[src/design/wsm_pkg.sv]
`timescale 1ns / 1ps
`default_nettype none

package wsm_pkg;

   localparam int WINDOW_DEPTH   = 17;
   localparam int SIG_COUNT      = 9;
   localparam int SIG_BASE_COUNT = 7;
   localparam int SIG_MAX_LEN    = WINDOW_DEPTH + 1;
   localparam int MASK_WIDTH     = 11;
   localparam int MASK_AGENT     = 9;
   localparam int MASK_COOKIE    = 10;
   localparam int SCORE_WIDTH    = 5;
   localparam int CSR_WIDTH      = 4;

   // low byte of each entry holds the final character of the signature
   localparam logic [8*SIG_MAX_LEN-1:0] SIG_TEXT [SIG_COUNT] = '{
      "<script",
      "%3cscript",
      "union select",
      "../",
      "' or 1=1",
      "sleep(",
      "benchmark(",
      "%2e%2e%2f",
      {"information_", "schema"}
   };

   localparam logic [4:0] SIG_LEN [SIG_COUNT] = '{
      5'd7, 5'd9, 5'd12, 5'd3, 5'd8, 5'd6, 5'd10, 5'd9, 5'd18
   };

   localparam logic [1:0] SIG_WEIGHT [SIG_COUNT] = '{
      2'd3, 2'd3, 2'd3, 2'd3, 2'd3, 2'd2, 2'd2, 2'd3, 2'd3
   };

   typedef enum logic [2:0] {
      CSR_ENABLED        = 3'd0,
      CSR_PARANOIA_LEVEL = 3'd1,
      CSR_EXTRA_RULES_ON = 3'd2,
      CSR_CHECK_AGENT    = 3'd3,
      CSR_CHECK_COOKIE   = 3'd4,
      CSR_DETECT_ONLY    = 3'd5
   } csr_index_type;

   typedef struct packed {
      logic [SIG_COUNT-1:0]      care;
      logic [SIG_COUNT-1:0][7:0] char_code;
   } pattern_type;

   typedef struct packed {
      logic advance;
      logic flush;
   } cell_ctrl_type;

   // expected characters for the byte that lies k positions behind the current one
   function automatic pattern_type sig_pattern(input int k);
      pattern_type p;
      for (int i = 0; i < SIG_COUNT; i++) begin
         p.char_code[i] = SIG_TEXT[i][8*k +: 8];
         p.care[i]      = (5'(k) < SIG_LEN[i]);
      end
      return p;
   endfunction

endpackage

`default_nettype wire

[src/design/wsm_cell.sv]
`timescale 1ns / 1ps
`default_nettype none

module wsm_cell (
   input  wire                          clock,
   input  wire                          reset,
   input  wsm_pkg::cell_ctrl_type       ctrl,
   input  wsm_pkg::pattern_type         pattern,
   input  wire  [7:0]                   shift_byte,
   output logic [7:0]                   byte_out,
   output logic [wsm_pkg::SIG_COUNT-1:0] hit
);
   import wsm_pkg::*;

   logic [7:0] byte_ff;
   logic [7:0] byte_in;

   always_comb begin
      byte_in = byte_ff;
      if (ctrl.advance) begin
         byte_in = ctrl.flush ? 8'h00 : shift_byte;
      end
   end

   always_ff @(posedge clock) begin
      if (reset) begin
         byte_ff <= 8'h00;
      end else begin
         byte_ff <= byte_in;
      end
   end

   always_comb begin
      for (int i = 0; i < SIG_COUNT; i++) begin
         hit[i] = !pattern.care[i] || (byte_ff == pattern.char_code[i]);
      end
   end

   assign byte_out = byte_ff;

endmodule

`default_nettype wire

[src/design/weighted_signature_matcher.sv]
`timescale 1ns / 1ps
`default_nettype none
// The result is registered and presented in the cycle after the last byte of a request is taken.
// Throughput: one byte per cycle while req_stall is low; every byte is compared against all signatures at once
// across the 17 window cells and the current byte.
// Input is held off only while a result waits and the output side stalls.
// Reset (synchronous) clears the window, hit flags and output valid and loads register defaults.
module weighted_signature_matcher (
   input  wire                            clock,
   input  wire                            reset,
   input  wire                            req_valid,
   output logic                           req_stall,
   input  wire  [7:0]                     req_data_byte,
   input  wire                            req_last_byte,
   input  wire                            req_agent_empty,
   input  wire                            req_cookie_present,
   input  wire                            req_path_sensitive,
   output logic                           rsp_valid,
   input  wire                            rsp_stall,
   output logic [wsm_pkg::SCORE_WIDTH-1:0] rsp_score,
   output logic [1:0]                     rsp_threshold,
   output logic                           rsp_block,
   output logic [wsm_pkg::MASK_WIDTH-1:0] rsp_match_mask,
   input  wire                            csr_write_enable,
   input  wire  [2:0]                     csr_index,
   input  wire  [wsm_pkg::CSR_WIDTH-1:0]  csr_data
);
   import wsm_pkg::*;

   logic       enabled_ff;
   logic [3:0] paranoia_level_ff;
   logic       extra_rules_on_ff;
   logic       check_agent_ff;
   logic       check_cookie_ff;
   logic       detect_only_ff;

   always_ff @(posedge clock) begin
      if (reset) begin
         enabled_ff        <= 1'b0;
         paranoia_level_ff <= 4'd1;
         extra_rules_on_ff <= 1'b0;
         check_agent_ff    <= 1'b0;
         check_cookie_ff   <= 1'b0;
         detect_only_ff    <= 1'b0;
      end else if (csr_write_enable) begin
         unique case (csr_index)
            CSR_ENABLED:        enabled_ff        <= csr_data[0];
            CSR_PARANOIA_LEVEL: paranoia_level_ff <= csr_data[3:0];
            CSR_EXTRA_RULES_ON: extra_rules_on_ff <= csr_data[0];
            CSR_CHECK_AGENT:    check_agent_ff    <= csr_data[0];
            CSR_CHECK_COOKIE:   check_cookie_ff   <= csr_data[0];
            CSR_DETECT_ONLY:    detect_only_ff    <= csr_data[0];
            default: ;
         endcase
      end
   end

   logic accept;
   logic finish;
   logic rsp_valid_ff;

   assign req_stall = rsp_valid_ff && rsp_stall;
   assign accept    = req_valid && !req_stall;
   assign finish    = accept && req_last_byte;

   logic [7:0] cur_byte;

   always_comb begin
      cur_byte = req_data_byte;
      if (req_data_byte >= 8'h41 && req_data_byte <= 8'h5A) begin
         cur_byte = req_data_byte | 8'h20;
      end
   end

   cell_ctrl_type              cell_ctrl;
   logic [7:0]                 chain [WINDOW_DEPTH+1];
   logic [SIG_COUNT-1:0]       cell_hit [WINDOW_DEPTH];

   assign cell_ctrl.advance = accept;
   assign cell_ctrl.flush   = req_last_byte;
   assign chain[0]          = cur_byte;

   for (genvar j = 0; j < WINDOW_DEPTH; j++) begin : g_cell
      wsm_cell u_cell (
         .clock      (clock),
         .reset      (reset),
         .ctrl       (cell_ctrl),
         .pattern    (sig_pattern(j + 1)),
         .shift_byte (chain[j]),
         .byte_out   (chain[j+1]),
         .hit        (cell_hit[j])
      );
   end

   pattern_type          head_pattern;
   logic [SIG_COUNT-1:0] match;

   assign head_pattern = sig_pattern(0);

   always_comb begin
      for (int i = 0; i < SIG_COUNT; i++) begin
         match[i] = (cur_byte == head_pattern.char_code[i]);
         for (int j = 0; j < WINDOW_DEPTH; j++) begin
            match[i] = match[i] && cell_hit[j][i];
         end
      end
   end

   logic [SIG_COUNT-1:0] hits_ff;
   logic [SIG_COUNT-1:0] hits_in;

   assign hits_in = hits_ff | match;

   always_ff @(posedge clock) begin
      if (reset) begin
         hits_ff <= '0;
      end else if (accept) begin
         hits_ff <= req_last_byte ? '0 : hits_in;
      end
   end

   logic [SCORE_WIDTH-1:0] score_in;
   logic [1:0]             threshold_in;
   logic                   block_in;
   logic [MASK_WIDTH-1:0]  mask_in;

   always_comb begin
      score_in     = '0;
      threshold_in = 2'd0;
      block_in     = 1'b0;
      mask_in      = '0;
      if (enabled_ff) begin
         if (paranoia_level_ff >= 4'd4) begin
            threshold_in = 2'd1;
         end else if (paranoia_level_ff == 4'd3) begin
            threshold_in = 2'd2;
         end else begin
            threshold_in = 2'd3;
         end
         for (int i = 0; i < SIG_COUNT; i++) begin
            if (hits_in[i] && (i < SIG_BASE_COUNT || extra_rules_on_ff)) begin
               mask_in[i] = 1'b1;
               score_in   = score_in + {3'b000, SIG_WEIGHT[i]};
            end
         end
         if (check_agent_ff && req_agent_empty) begin
            mask_in[MASK_AGENT] = 1'b1;
            score_in            = score_in + 5'd1;
         end
         if (check_cookie_ff && !req_cookie_present && req_path_sensitive) begin
            mask_in[MASK_COOKIE] = 1'b1;
            score_in             = score_in + 5'd1;
         end
         block_in = !detect_only_ff && (score_in >= {3'b000, threshold_in});
      end
   end

   logic [SCORE_WIDTH-1:0] score_ff;
   logic [1:0]             threshold_ff;
   logic                   block_ff;
   logic [MASK_WIDTH-1:0]  mask_ff;

   always_ff @(posedge clock) begin
      if (reset) begin
         rsp_valid_ff <= 1'b0;
      end else if (finish) begin
         rsp_valid_ff <= 1'b1;
      end else if (!rsp_stall) begin
         rsp_valid_ff <= 1'b0;
      end
   end

   always_ff @(posedge clock) begin
      if (finish) begin
         score_ff     <= score_in;
         threshold_ff <= threshold_in;
         block_ff     <= block_in;
         mask_ff      <= mask_in;
      end
   end

   assign rsp_valid      = rsp_valid_ff;
   assign rsp_score      = score_ff;
   assign rsp_threshold  = threshold_ff;
   assign rsp_block      = block_ff;
   assign rsp_match_mask = mask_ff;

endmodule

`default_nettype wire
[config.mk]
export PLATFORM = sky130hd
export DESIGN_NAME = weighted_signature_matcher
export DESIGN_NICKNAME = d
export VERILOG_FILES = /design/src/design/wsm_pkg.sv /design/src/design/wsm_cell.sv /design/src/design/weighted_signature_matcher.sv
export SDC_FILE = /design/constraint.sdc
export NUM_CORES = 1
export LEC_CHECK = 0
export BUFFER_PORTS_ARGS = -buffer_cell sky130_fd_sc_hd__buf_4
export CORE_ASPECT_RATIO = 1.5
export CORE_MARGIN = 1.5
export CORE_UTILIZATION = 65
export CTS_CLUSTER_SIZE = 20
export DETAILED_ROUTE_END_ITERATION = 8
export GPL_TIMING_DRIVEN = 0
export PLACE_DENSITY = 0.84
export REMOVE_ABC_BUFFERS = 1
export SLEW_MARGIN = 20
export SYNTH_ARGS = -nofsm -noshare
export SYNTH_HDL_FRONTEND = slang
export SYNTH_SLANG_ARGS = --single-unit
[constraint.sdc]
create_clock -name clock -period 18.4 [get_ports clock]
set_input_delay 3.68 -clock clock [delete_from_list [all_inputs] [get_ports clock]]
set_output_delay 3.68 -clock clock [all_outputs]
set_load 0.02 [all_outputs]
==> impl_results.md <==
* Outcome: finished clean
* Synth-to-Final Area Change at 11.2%
* Ant diodes at 0
* Total CTS buffers at 17
* Peak supply drop at 0.0565 mV
* Asr flop ratio synth at 0%
* Worst setup EP type: register
* Top Family by Delay on Critical Path: compound AO/OA/AOI/OAI gates
* CTS Buffer Depth at 2
* DRC viols at 0
* Synth Warn # at 0
* Power per cell area at 80.8 nW/um^2
* Netlist cell types at 67
* Max-slew violations at 0
* Design Power at 0.796 mW
* Most used DFF post-synth: dfxtp_1
* Clock Latency Late Sink at 0.44 ns
* CTS Hold Bufs at 0
* Pin count of the biggest net entering global routing at 148
* Post-synthesis sequential area ratio at 41.5%
* Fmax achieved at 94.5 MHz
* Die span in x at 98.3 um
* CP bufs+invs at 3
* # IOs at 45
* Initial antenna violation count at 0
* Crit path kind: primary input to register
* Core Util, Final at 73.5%
* HP Start: g_cell[16].u_cell.byte_out[3]
* HP Class: register to register
* Die H at 146 um
* Initial detailed-routing violation count at 689
* R2r startpoint: g_cell[1].u_cell.byte_out[6]
* Final setup viols at 0
* Routability cong. at 0.992
* Required @ worst endpoint at 18.66 ns
* Post-CTS Resized at 0
* Clock skew at 0.0158 ns
* Routed Antenna Nets at 0
* CP Max Fanout at 6
* Worst slew pin tran at 1.18 ns
* CTS tree: yes
* Max cap viols at 0
* WL final at 22800 um
* Critical Path Start Type: primary input
* CP max stage cell: nor4b_1
* Number of global-route vias before repair at 7337
* Core area at 13400 um^2
* RSZ-0062 raised after global routing: false
* Die area at 14400 um^2
* CTS Sinks at 174
* Leak at 3.15 nW
* Total track usage at 31.4%
* # H-tree levels at 4
* Routed length per instance at 18.6 um
* Syn Std Cell Area at 8860 um^2
* Final Hold Vio Count at 0
* Post-Syn Area per Cell at 8.44 um^2
* # rows at 52
* Slowest stage delay, CP at 0.63 ns
* DPL Wire Length at 15000 um
* Setup TNS after final layout at 0 ns
* Most frequent cell on the critical path: ha_1
* Flops & latches, synth at 174
* Syn Inst Count at 1050
* Pre-antenna DRT Iters at 5
* Final Cycle Share at 57.5%
* PortBufs at 44
* First-pass GRT wire length at 36500 um
* Number of flops mapped to enable cells by yosys at 19
* Crit path arrival time at 10.84 ns
* Initial core utilization at 66.1%
* CP startpoint: req_data_byte[0]
* Hold_ws at 0.449 ns
* Slew margin rel. at 20.6%
* Via count at 7879
* Number of fillers in the final layout at 1069
* Root Buffer: clkbuf_16
* Clock-pin slew on the worst setup and hold paths at 0.08 ns
* Share of cells above drive strength 1 at 9.99%
* Routed vias/inst at 6.44
* Crit path time final at 10.59 ns
* Final nets at 1086
* Post-CTS Setup Bufs at 0
* Total grt overflow at 0
cells in the mapped netlist (all sizes together), types with 12 or more instances:
cell type,n,share of area (%)
clkbuf,68,2.9
xnor2,16,1.6
nand3,12,0.68
nor4,14,0.99
nand2,156,6.6
inv,16,0.68
edfxtp,19,6.4
nor2,58,2.5
nor3,20,1.1
ha,13,1.8
nand4,18,1.3
a21oi,150,8.5
nor4bb,14,1.6
nor2b,13,0.92
dfxtp,155,35
nand3b,140,12
worst paths after layout:
kind                            slack, ns  depth (start not counted)                             to
worst max-delay path                 7.81                         25                      rsp_block
worst min-delay path                 0.45                          2  g_cell[16].u_cell.byte_out[3]
worst max register to register      10.26                         24                      rsp_block
worst min register to register       0.45                          2  g_cell[16].u_cell.byte_out[3]
state kept, by name, indices dropped and copies added, names as in the netlist, 2 cells and up:
register	cells
paranoia_level_ff	4
rsp_match_mask	11
rsp_threshold	2
g_cell.u_cell.byte_out	136
hits_ff	9
rsp_score	5
worst min-delay path, cell delays in order, from the launching register on:
cell and delay (ns):
dfxtp_1 0.31, nand2_1 0.05, a21oi_1 0.05
cell usage in the layout, fill, tap and decap left out, types with 8 or more instances in the layout:
cell type | Yosys | final
nand2_1 | 155 | 154
xnor2_1 | 16 | 16
and3_1 | 8 | 8
nor4_1 | 14 | 14
edfxtp_1 | 19 | 19
inv_1 | 15 | 15
nor2_1 | 58 | 58
nor2b_1 | 13 | 13
clkbuf_16 | 0 | 17
nand2b_1 | 8 | 8
a31oi_1 | 10 | 10
mux2i_1 | 8 | 8
nor3_1 | 20 | 20
nand4b_1 | 10 | 10
nand3_1 | 12 | 12
nor4bb_1 | 14 | 13
nor4b_1 | 10 | 10
ha_1 | 13 | 13
buf_4 | 0 | 43
a21oi_1 | 150 | 150
nand3b_1 | 140 | 140
nand4_1 | 18 | 18
dfxtp_1 | 155 | 155
final cells by class:
class	count	area, um^2	share of cell area (%)
Clock buffer	17	425	4.32
Sequential cell	174	3670	37.3
Clock inverter	15	178	1.80
Multi-Input combinational cell	790	4880	49.5
Tap cell	162	203	2.06
Timing Repair Buffer	48	429	4.36
Inverter	17	63.8	0.648
report_power, final:
part	leakage (nW)	internal, mW	switching (mW)	total, mW
Combinational	1.44	0.0163	0.0313	0.0477
Clock	0.281	0.182	0.178	0.360
Sequential	1.43	0.386	0.00261	0.388
routing by layer:
metal / share of wire (%) / wire, um / track usage (%)
met1: 39 / 8900 / 37.7
met2: 51 / 11600 / 52.9
met3: 4.9 / 1110 / 4.71
met4: 5.4 / 1240 / 18.3
met5: 0 / 0 / 0
metrics by stage:
| step | setup WS [ns] | std cells | cell area, um^2 |
|---|---|---|---|
| global placement | 7.66 | 1187 | 9140 |
| detailed placement | 7.57 | 1191 | 9240 |
| global route | 7.30 | 1223 | 9850 |
| CTS | 7.99 | 1223 | 9850 |
| floorplan | 8.86 | 981 | 8600 |
| finish | 7.81 | 1223 | 9850 |
logic make-up (layout without fill, tap and decap cells):
| family | count (synthesis) | in the layout | share of synthesized area (%) |
|---|---|---|---|
| AO/OA/AOI/OAI | 205 | 205 | 13.4 |
| multiplexers | 10 | 10 | 1.16 |
| adder cells (fa/ha/maj) | 14 | 14 | 2.06 |
| flip-flops | 174 | 174 | 41.5 |
| AND/OR/NAND/NOR | 541 | 541 | 36.1 |
| buffers and inverters | 86 | 97 | 3.64 |
| XOR/XNOR | 20 | 20 | 2.13 |
Power figures use the tool's default switching activity.
